[src/rtl/core/fac_pkg.sv]
// Package for the floating accumulator format converter.
// Holds widths, action and status codes and the leading-one helper. No dependencies.
`default_nettype none
package fac_pkg;
    localparam int MANTISSA_BYTES_DEF = 4;
    localparam int EXP_BIAS = 128;

    typedef enum logic [1:0] {
        ACT_LOAD      = 2'd0,
        ACT_CONVERT   = 2'd1,
        ACT_READ      = 2'd2,
        ACT_NORMALIZE = 2'd3
    } action_t;

    typedef enum logic [1:0] {
        ST_OK     = 2'd0,
        ST_WRAP   = 2'd1,
        ST_REJECT = 2'd2,
        ST_UNUSED = 2'd3
    } status_t;

    // Index of the highest set bit of a 64-bit word; zero for a zero word.
    function automatic logic [5:0] top_bit64(input logic [63:0] x);
        logic [5:0] p;
        p = 6'd0;
        for (int i = 0; i < 64; i++)
        begin
            if (x[i])
            begin
                p = 6'(i);
            end
        end
        return p;
    endfunction
endpackage
`default_nettype wire

[src/rtl/core/fac_datapath.sv]
// Combinational datapath of the converter: computes the next accumulator,
// the read-out double and the status for one action. Uses fac_pkg.
`default_nettype none
module fac_datapath #(
    parameter int MANTISSA_BYTES = fac_pkg::MANTISSA_BYTES_DEF
) (
    input  wire logic [1:0]                    action,
    input  wire logic [63:0]                   double_bits,
    input  wire logic                          raw_sign,
    input  wire logic [7:0]                    raw_exponent,
    input  wire logic [31:0]                   raw_mantissa,
    input  wire logic                          acc_sign,
    input  wire logic [7:0]                    acc_exponent,
    input  wire logic [8*MANTISSA_BYTES-1:0]   acc_mantissa,
    output logic                               sign_next,
    output logic [7:0]                         exponent_next,
    output logic [8*MANTISSA_BYTES-1:0]        mantissa_next,
    output logic [63:0]                        result_double,
    output logic [1:0]                         status
);
    import fac_pkg::*;
    localparam int MB = 8 * MANTISSA_BYTES;

    logic        in_s;
    logic [10:0] in_e;
    logic [51:0] in_f;
    logic [5:0]  fp;
    logic [52:0] sig;
    logic [12:0] biased;
    logic [5:0]  mp;
    logic [12:0] de;
    logic [63:0] m64;
    logic [63:0] msh;
    logic [5:0]  lz;
    logic [7:0]  sh;
    logic [63:0] rawm64;

    always_comb
    begin
        in_s   = double_bits[63];
        in_e   = double_bits[62:52];
        in_f   = double_bits[51:0];
        fp     = top_bit64({12'd0, in_f});
        m64    = 64'(acc_mantissa);
        mp     = top_bit64(m64);
        rawm64 = {32'd0, raw_mantissa};
        if (in_e != 11'd0)
        begin
            sig    = {1'b1, in_f};
            biased = 13'(in_e) - 13'd1022 + 13'(EXP_BIAS);
        end
        else
        begin
            sig    = 53'({1'b0, in_f} << (6'd52 - fp));
            biased = 13'(fp) - 13'd1073 + 13'(EXP_BIAS);
        end
        de  = 13'(mp) + 13'(acc_exponent) - 13'(EXP_BIAS) - 13'(MB) + 13'd1023;
        msh = m64 << (6'd52 - mp);
        lz  = 6'(MB - 1) - mp;
        sh  = (8'(lz) < acc_exponent) ? 8'(lz) : acc_exponent;

        sign_next     = acc_sign;
        exponent_next = acc_exponent;
        mantissa_next = acc_mantissa;
        result_double = 64'd0;
        status        = ST_OK;
        unique case (action_t'(action))
            ACT_LOAD:
            begin
                sign_next     = raw_sign;
                exponent_next = raw_exponent;
                mantissa_next = rawm64[MB-1:0];
            end
            ACT_CONVERT:
            begin
                if (in_e == 11'h7FF)
                begin
                    status = ST_REJECT;
                end
                else if (in_e == 11'd0 && in_f == 52'd0)
                begin
                    sign_next     = 1'b0;
                    exponent_next = 8'd0;
                    mantissa_next = '0;
                end
                else
                begin
                    sign_next     = in_s;
                    exponent_next = biased[7:0];
                    mantissa_next = sig[52 -: MB];
                    if ($signed(biased) < 13'sd1 || $signed(biased) > 13'sd255)
                    begin
                        status = ST_WRAP;
                    end
                end
            end
            ACT_READ:
            begin
                if (acc_exponent == 8'd0)
                begin
                    result_double = 64'd0;
                end
                else if (acc_mantissa == '0)
                begin
                    result_double = {acc_sign, 63'd0};
                end
                else
                begin
                    result_double = {acc_sign, de[10:0], msh[51:0]};
                end
            end
            ACT_NORMALIZE:
            begin
                if (acc_mantissa == '0)
                begin
                    exponent_next = 8'd0;
                    sign_next     = 1'b0;
                end
                else
                begin
                    mantissa_next = acc_mantissa << sh;
                    exponent_next = acc_exponent - sh;
                end
            end
            default:
            begin
                status = ST_OK;
            end
        endcase
    end
endmodule
`default_nettype wire

[src/rtl/core/fac_float_format_converter.sv]
// Top level of the floating accumulator format converter: input register,
// accumulator, result register with stream handshakes. Uses fac_pkg, fac_datapath.
`default_nettype none
// One transaction per clock while the output is not stalled: an accepted item
// is registered, processed by combinational logic against the accumulator and
// its result lands in an output register when that register can take it. Input is
// accepted whenever the output register is empty or being drained, so throughput is
// one item per cycle while that holds. The accumulator resets to zero.
module fac_float_format_converter #(
    parameter int MANTISSA_BYTES = fac_pkg::MANTISSA_BYTES_DEF
) (
    input  wire logic         clk,
    input  wire logic         rst_n,
    input  wire logic         s_tvalid,
    output logic              s_tready,
    // action[1:0], double_bits[65:2], raw_sign[66], raw_exponent[74:67],
    // raw_mantissa[106:75], zero fill to 112
    input  wire logic [111:0] s_tdata,
    output logic              m_tvalid,
    input  wire logic         m_tready,
    // result_double[63:0], acc_sign[64], acc_exponent[72:65],
    // acc_mantissa[104:73], status[106:105], zero fill to 112
    output logic [111:0]      m_tdata
);
    import fac_pkg::*;
    localparam int MB = 8 * MANTISSA_BYTES;

    logic          in_valid_reg;
    logic [106:0]  in_data_reg;
    logic          out_valid_reg;
    logic [106:0]  out_data_reg;
    logic          acc_sign_reg;
    logic [7:0]    acc_exponent_reg;
    logic [MB-1:0] acc_mantissa_reg;
    logic          sign_next;
    logic [7:0]    exponent_next;
    logic [MB-1:0] mantissa_next;
    logic [63:0]   dbl;
    logic [1:0]    st;
    logic          stage_go;
    logic [63:0]   mant_out;

    // The work stage moves whenever the output register can take its result.
    assign stage_go = !out_valid_reg || m_tready;
    assign s_tready = !in_valid_reg || stage_go;
    assign m_tvalid = out_valid_reg;
    assign m_tdata  = {5'd0, out_data_reg};
    assign mant_out = 64'(mantissa_next);

    fac_datapath #(.MANTISSA_BYTES(MANTISSA_BYTES)) u_dp (
        .action        (in_data_reg[1:0]),
        .double_bits   (in_data_reg[65:2]),
        .raw_sign      (in_data_reg[66]),
        .raw_exponent  (in_data_reg[74:67]),
        .raw_mantissa  (in_data_reg[106:75]),
        .acc_sign      (acc_sign_reg),
        .acc_exponent  (acc_exponent_reg),
        .acc_mantissa  (acc_mantissa_reg),
        .sign_next     (sign_next),
        .exponent_next (exponent_next),
        .mantissa_next (mantissa_next),
        .result_double (dbl),
        .status        (st)
    );

    always_ff @(posedge clk or negedge rst_n)
    begin
        if (!rst_n)
        begin
            in_valid_reg     <= 1'b0;
            out_valid_reg    <= 1'b0;
            acc_sign_reg     <= 1'b0;
            acc_exponent_reg <= 8'd0;
            acc_mantissa_reg <= '0;
        end
        else
        begin
            if (s_tready)
            begin
                in_valid_reg <= s_tvalid;
            end
            if (stage_go)
            begin
                out_valid_reg <= in_valid_reg;
                if (in_valid_reg)
                begin
                    acc_sign_reg     <= sign_next;
                    acc_exponent_reg <= exponent_next;
                    acc_mantissa_reg <= mantissa_next;
                end
            end
        end
    end

    always_ff @(posedge clk)
    begin
        if (s_tready && s_tvalid)
        begin
            in_data_reg <= s_tdata[106:0];
        end
        if (stage_go && in_valid_reg)
        begin
            out_data_reg <= {st, mant_out[31:0], exponent_next, sign_next, dbl};
        end
    end

    assert property (@(posedge clk) disable iff (!rst_n)
        out_valid_reg && !m_tready |=> $stable(out_data_reg))
        else $error("result changed while stalled");
    assert property (@(posedge clk) disable iff (!rst_n)
        !in_valid_reg |=> $stable(acc_exponent_reg) && $stable(acc_mantissa_reg))
        else $error("accumulator changed with no item");
    assert property (@(posedge clk) disable iff (!rst_n)
        out_valid_reg && out_data_reg[106:105] == ST_REJECT |-> out_data_reg[63:0] == 64'd0)
        else $error("rejected item produced a double");
endmodule
`default_nettype wire
[config.mk]
export PLATFORM = sky130hd
export DESIGN_NAME = fac_float_format_converter
export DESIGN_NICKNAME = d
export VERILOG_FILES = /design/src/rtl/core/fac_pkg.sv /design/src/rtl/core/fac_datapath.sv /design/src/rtl/core/fac_float_format_converter.sv
export SDC_FILE = /design/constraint.sdc
export NUM_CORES = 1
export LEC_CHECK = 0
export ABC_AREA = 0
export BUFFER_PORTS_ARGS = -buffer_cell sky130_fd_sc_hd__buf_2
export CORE_UTILIZATION = 56
export CTS_CLUSTER_SIZE = 20
export DETAILED_ROUTE_END_ITERATION = 16
export HOLD_SLACK_MARGIN = 0.06
export MAX_ROUTING_LAYER = met4
export PLACE_DENSITY = 0.77
export SYNTH_ARGS = -nofsm -noshare
export SYNTH_HDL_FRONTEND = slang
export SYNTH_HIERARCHICAL = 1
export SYNTH_SLANG_ARGS = --single-unit
[constraint.sdc]
create_clock -name clk -period 7.8 [get_ports clk]
set_clock_uncertainty 0.05 [all_clocks]
set_input_delay 0 -clock clk [delete_from_list [all_inputs] [get_ports clk]]
set_output_delay 0 -clock clk [all_outputs]
set_load 0.02 [all_outputs]
### Word level (Yosys, flattened, before mapping)

Index checks and enable logic that the tools add are counted.

* register bits after elaboration: 257
* output and inout port bits: 114
* word-level logic and storage cells: 153

* add/subtract/negate cells: 12
* $lt $le $gt $ge: 3
* equality and inequality tests: 4
* shift-type cells: 3
* muxes and demuxes: 100
* bitwise logic cells: 2
* reductions and logical operators: 18

Operators with widths (number)
* $mux W5: 32
* $mux W6: 20
* $mux W32: 3
* $pmux W32 S3: 1
* $mux W4: 16
* $mux W53: 1
* $shl A52 B6 Y53: 1
* $logic_not A52 Y1: 1
* $shl A32 B6 Y52: 1
* $logic_not A32 Y1: 1
* $mux W8: 4
* $shl A32 B8 Y32: 1
* $add A13 B8 Y13 const B: 2
* $mux W3: 8
* $pmux W8 S3: 1
* $gt A13 B9 Y1 const B: 1
* $lt A13 B2 Y1 const B: 1
* $mux W13: 1
* $mux W2: 6
* $sub A11 B10 Y12 const B: 1
* $sub A6 B11 Y12 const B: 1
* $add A11 B10 Y11 const B: 1
* $eq A11 B11 Y1 const B: 1
* $logic_not A11 Y1: 1
* 22 further kinds: 35

### Logic depth before layout (Yosys ltp)

* depth in word-level cells: 59
* mapped depth: 29
* gate-level depth less buffers: 24

### Hierarchy

The synthesis kept the hierarchy.

Modules (own cells, without submodules)
* fac_datapath: times used 1, cells each 1650, area each 11393.4 µm², seq. area each 0.0 µm²
* fac_float_format_converter: times used 1, cells each 315, area each 8251.7 µm², seq. area each 7502.2 µm²

### Worst setup path before layout

No wires, ideal clock.

* path kind: reg2reg
* start: reg acc_mantissa_reg[23]
* end: reg acc_exponent_reg[4]
* library setup time: 0.125 ns
* arrival: 5.394 ns
* required time: 7.625 ns
* path slack: 2.230 ns
* cell stages (with the launch flop): 29
* buffers on the path: 5
* path through: dfrtp_1 buf_2 nor3b_1 nor3_1 nand2_1 nor3_1 or2_1 buf_4 inv_2 ha_1 nand2b_1 a21oi_1 o21a_1 clkbuf_1 o31ai_2 inv_2 buf_2 buf_2 ha_1 inv_1 fa_1 a21o_1 a21oi_1 xor2_1 o21ai_0 a222oi_1 o21a_1 a21oi_1 mux2_4

* cells in the longest elaborated chain, start to end: 15
* elaborated cells between the ends (all ways): 16
* those cells by class: add/sub (2); order compare (1); mux (12); reduce/logical (1)

RTL lines
* start, declared: RTL line fac_float_format_converter.sv:34 `logic [MB-1:0] acc_mantissa_reg;`
* start signal, assigned: RTL line fac_float_format_converter.sv:89 `acc_mantissa_reg <= mantissa_next;`
* $mux W5 (9 in series): RTL line fac_pkg.sv:28 `if (x[i])`
* $sub A5 B5 Y6: RTL line fac_datapath.sv:59 `lz = 6'(MB - 1) - mp;`
* $lt A6 B8 Y1: RTL line fac_datapath.sv:60 `sh = (8'(lz) < acc_exponent) ? 8'(lz) : acc_exponent;`
* $mux W8: RTL line fac_datapath.sv:60
* $sub A8 B8 Y8: RTL line fac_datapath.sv:122 `exponent_next = acc_exponent - sh;`
* $mux W8 *: RTL line fac_datapath.sv:114 `if (acc_mantissa == '0)`
* $pmux W8 S3 *: RTL line fac_datapath.sv:67 `unique case (action_t'(action))`
* named net exponent_next[4]: RTL line fac_float_format_converter.sv:36 `logic [7:0] exponent_next;`
* end signal, assigned: RTL line fac_float_format_converter.sv:88 `acc_exponent_reg <= exponent_next;`
* end, declared: RTL line fac_float_format_converter.sv:33 `logic [7:0] acc_exponent_reg;`

The timed path passes the listed nets; every way through them passes the cells marked *.
A chain may end at the register's enable or synchronous reset.

### Worst setup path after layout

* start: reg acc_mantissa_reg[5]
* end: reg acc_mantissa_reg[19]

* cells in the longest elaborated chain, start to end: 33
* elaborated cells between the ends (all ways): 34
* those cells by class: add/sub (1); order compare (1); shift (1); mux (30); reduce/logical (1)

RTL lines
* $mux W3 (3 in series): RTL line fac_pkg.sv:28
* $mux W4 (8 in series): RTL line fac_pkg.sv:28
* $mux W5 (16 in series): RTL line fac_pkg.sv:28
* $sub A5 B5 Y6: RTL line fac_datapath.sv:59
* $lt A6 B8 Y1: RTL line fac_datapath.sv:60
* $mux W8: RTL line fac_datapath.sv:60
* $shl A32 B8 Y32: RTL line fac_datapath.sv:121 `mantissa_next = acc_mantissa << sh;`
* $mux W32 *: RTL line fac_datapath.sv:114
* $pmux W32 S3 *: RTL line fac_datapath.sv:67
* named net mantissa_next[19]: RTL line fac_float_format_converter.sv:37 `logic [MB-1:0] mantissa_next;`

Marks and branches as above.

==> metrics <==
status=finished, final reports clean; final setup fails=0; Fill cells=2,669; number of synthesized flops with an enable pin=roughly 210; CTS H-tree lvls=1; worst endpoint required time=8.24 ns; Root Buffer=clkbuf_16; CP Data Arrival Time=7.18 ns; post-DP HPWL=52,220 um; distinct cell type count after synthesis=99; Main synth FF type=edfxtp_1; Relative slew margins=15.71%; die height=about 190 um; Final ANT Viol Nets=0; initial antenna violation count=4; routability cong.=1.007; CP Class=flip-flop to flip-flop; Hold Slack=0.01174 ns; Critical Path Start=acc_mantissa_reg[5]; initial DRC count=2,757; CP Launch Type=flip-flop; worst r2r src=acc_mantissa_reg[5]; Top Ports=230; worst min path class=primary input to asynchronous set/reset pin; post-CTS resize count=0; final setup TNS=0 ns; FF-to-FF path depth=20; largest net degree at the start of global routing=75; Synth top area share=32.71%; R2R Setup Slk=1.06 ns; DR vias=18,430; Seq/Total Area, Yosys=38.19%; total power=9.623 mW; CTS sink count=257; proportion of layout cells with a drive suffix above 1=20.81%; achievable frequency=0.1484 GHz; synthesized cell area=19,650 um2; global-route wire length before repair=108,600 um; Worst-Skew Late Latency=around 0.57 ns; CP max FO=21; Synth Register Bits=around 260; post-synthesis cell count=1,965; Die Area=35,830 um2; Max Slew Vio Count=0; CTS clk-pin slew, worst paths=0.07 ns; maximum clock insertion buffer count=3; RSZ-0062 raised after global routing=no; Post-synth ARST share=16.73%; cell with the most instances after synthesis=mux2i_1; Leakage=approximately 9.3 nW; Max Cap Viol=0; Setup Fix Bufs, Post-CTS=0; Ys Warns=6; WL final=72,620 um; crit path time final=around 6.7 ns; TritonCTS buffer count=27; Via density=6.845; CTS hold repair buffers=roughly 110; Initial Util=between 50% and 60%; PwrDens=420.8 nW/um2; top cells by area, synth=edfxtp_1 33%, mux2i_1 12%, dfrtp_1 5.5%; Post-synth top cells=243 x mux2i_1, 214 x edfxtp_1, 165 x nor2_1, 159 x nand2_1, 110 x a21oi_1; DR WL/cell=26.97 um; area grow syn2layout=16.41%; CTS tree=yes; nets@finish=about 2,400; Syn Area/Cell=9.998 um2; Final Hold Viols=0; GRT Total Usage=41.03%; Port Buf Inserts=219; num rows=68; VDD IR max=0.2734 mV; CORE AREA=34,540 um2; period utilisation layout=between 80% and 90%; Initial DRT Pass Iterations=6; vias in the first global route=17,330; Crit. End Element=flip-flop; R2R Path End=acc_mantissa_reg[19]; drt drc=0; Synth area leader=edfxtp_1; Die X=189.3 um; total grt overflow=0; Worst Max-Slew Pin Slew=1.255 ns
## worst max-delay path by stage
stage	to	cells past startpoint	slack, ns
floorplan	acc_exponent_reg[4]	28	2.23
global placement	acc_mantissa_reg[19]	20	1.48
detailed placement	acc_exponent_reg[4]	23	1.40
CTS	acc_exponent_reg[4]	23	1.36
global route	acc_exponent_reg[4]	23	0.85
finish	acc_mantissa_reg[19]	20	1.06
## logic make-up after synthesis
group	synth area share [%]
AO/OA/AOI/OAI	18.03
buffers and inverters	5.910
flip-flops	38.19
XOR/XNOR	1.554
other	0.03823
AND/OR/NAND/NOR	13.73
multiplexers	20.94
adder cells (fa/ha/maj)	1.605
## routing by layer
| layer | part of all wire, % | wire [um] | track usage (%) | vias up |
|---|---|---|---|---|
| met1 | 40 | 29050 | 55.32 | 8890 |
| met5 | 0 | 0 | - | - |
| met4 | 4.1 | 2989 | 14.92 | 0 |
| li1 | - | - | - | 7990 |
| met2 | 45 | 32910 | 62.40 | 1336 |
| met3 | 11 | 7673 | 6.710 | 218 |
## cell usage in the layout (no fill, tap or decap), drive strengths merged, types with 18 or more instances in the layout
cell / count
nor4: 26
a21oi: 110
dfrtp: 43
o211ai: 23
xnor2: 19
a211oi: 40
o21ai: 111
buf: 276
nor2: 165
nand3: 37
a22oi: 19
inv: 58
edfxtp: 214
a221oi: 23
dlygate4sd3: 111
nor3: 70
ha: 22
mux2i: 243
clkbuf: 30
mux4: 39
nand2: 160
and3: 18
a31oi: 19
mux2: 58
## where the power goes
| part | internal [mW] | total, mW | switching [mW] |
|---|---|---|---|
| combinational | 2.35 | 6.14 | 3.79 |
| clock | 0.674 | 1.24 | 0.567 |
| sequential | 1.84 | 2.25 | 0.412 |
| total | 4.86 | 9.62 | 4.77 |
## worst max-delay path, cell delays in order (launching register included)
cell	delay, ns
dfrtp_1	0.56
inv_1	0.27
a221o_1	0.22
a211oi_1	0.11
nor3_1	1.01
or2_1	0.25
inv_2	0.13
ha_1	0.21
nand2b_1	0.14
a21oi_1	0.26
o21ai_1	0.26
o211ai_2	0.29
nand2_1	0.16
inv_2	0.42
mux2i_1	0.33
mux2i_1	0.19
mux2_2	0.30
a221oi_1	0.74
a2111oi_0	0.16
o21ai_0	0.32
mux2_4	0.27
## through the flow
step | std cells | util, % | area [um2] | setup slack (ns)
after floorplan | 1976 | - | 19690 | 2.230
after global placement | 2528 | 60.55 | 20920 | 1.479
after detailed placement | 2528 | 60.55 | 20920 | 1.402
after CTS | 2689 | 66.18 | 22860 | 1.362
after global routing | 2693 | 66.21 | 22870 | 0.8524
final | 2693 | 66.21 | 22870 | 1.061
## area by class of cell
class / count / area (um2) / share of cell area, %
sequential: 257 / 7502 / 32.80
tap: 455 / 569.3 / 2.489
multi-input combinational: 1486 / 11090 / 48.50
clock buffer: 30 / 686.9 / 3.004
inverter: 54 / 205.2 / 0.8973
clock inverter: 20 / 143.9 / 0.6292
timing repair buffer: 387 / 2660 / 11.63
antenna: 4 / 10.01 / 0.04377
(Power assumes the default switching activity.)
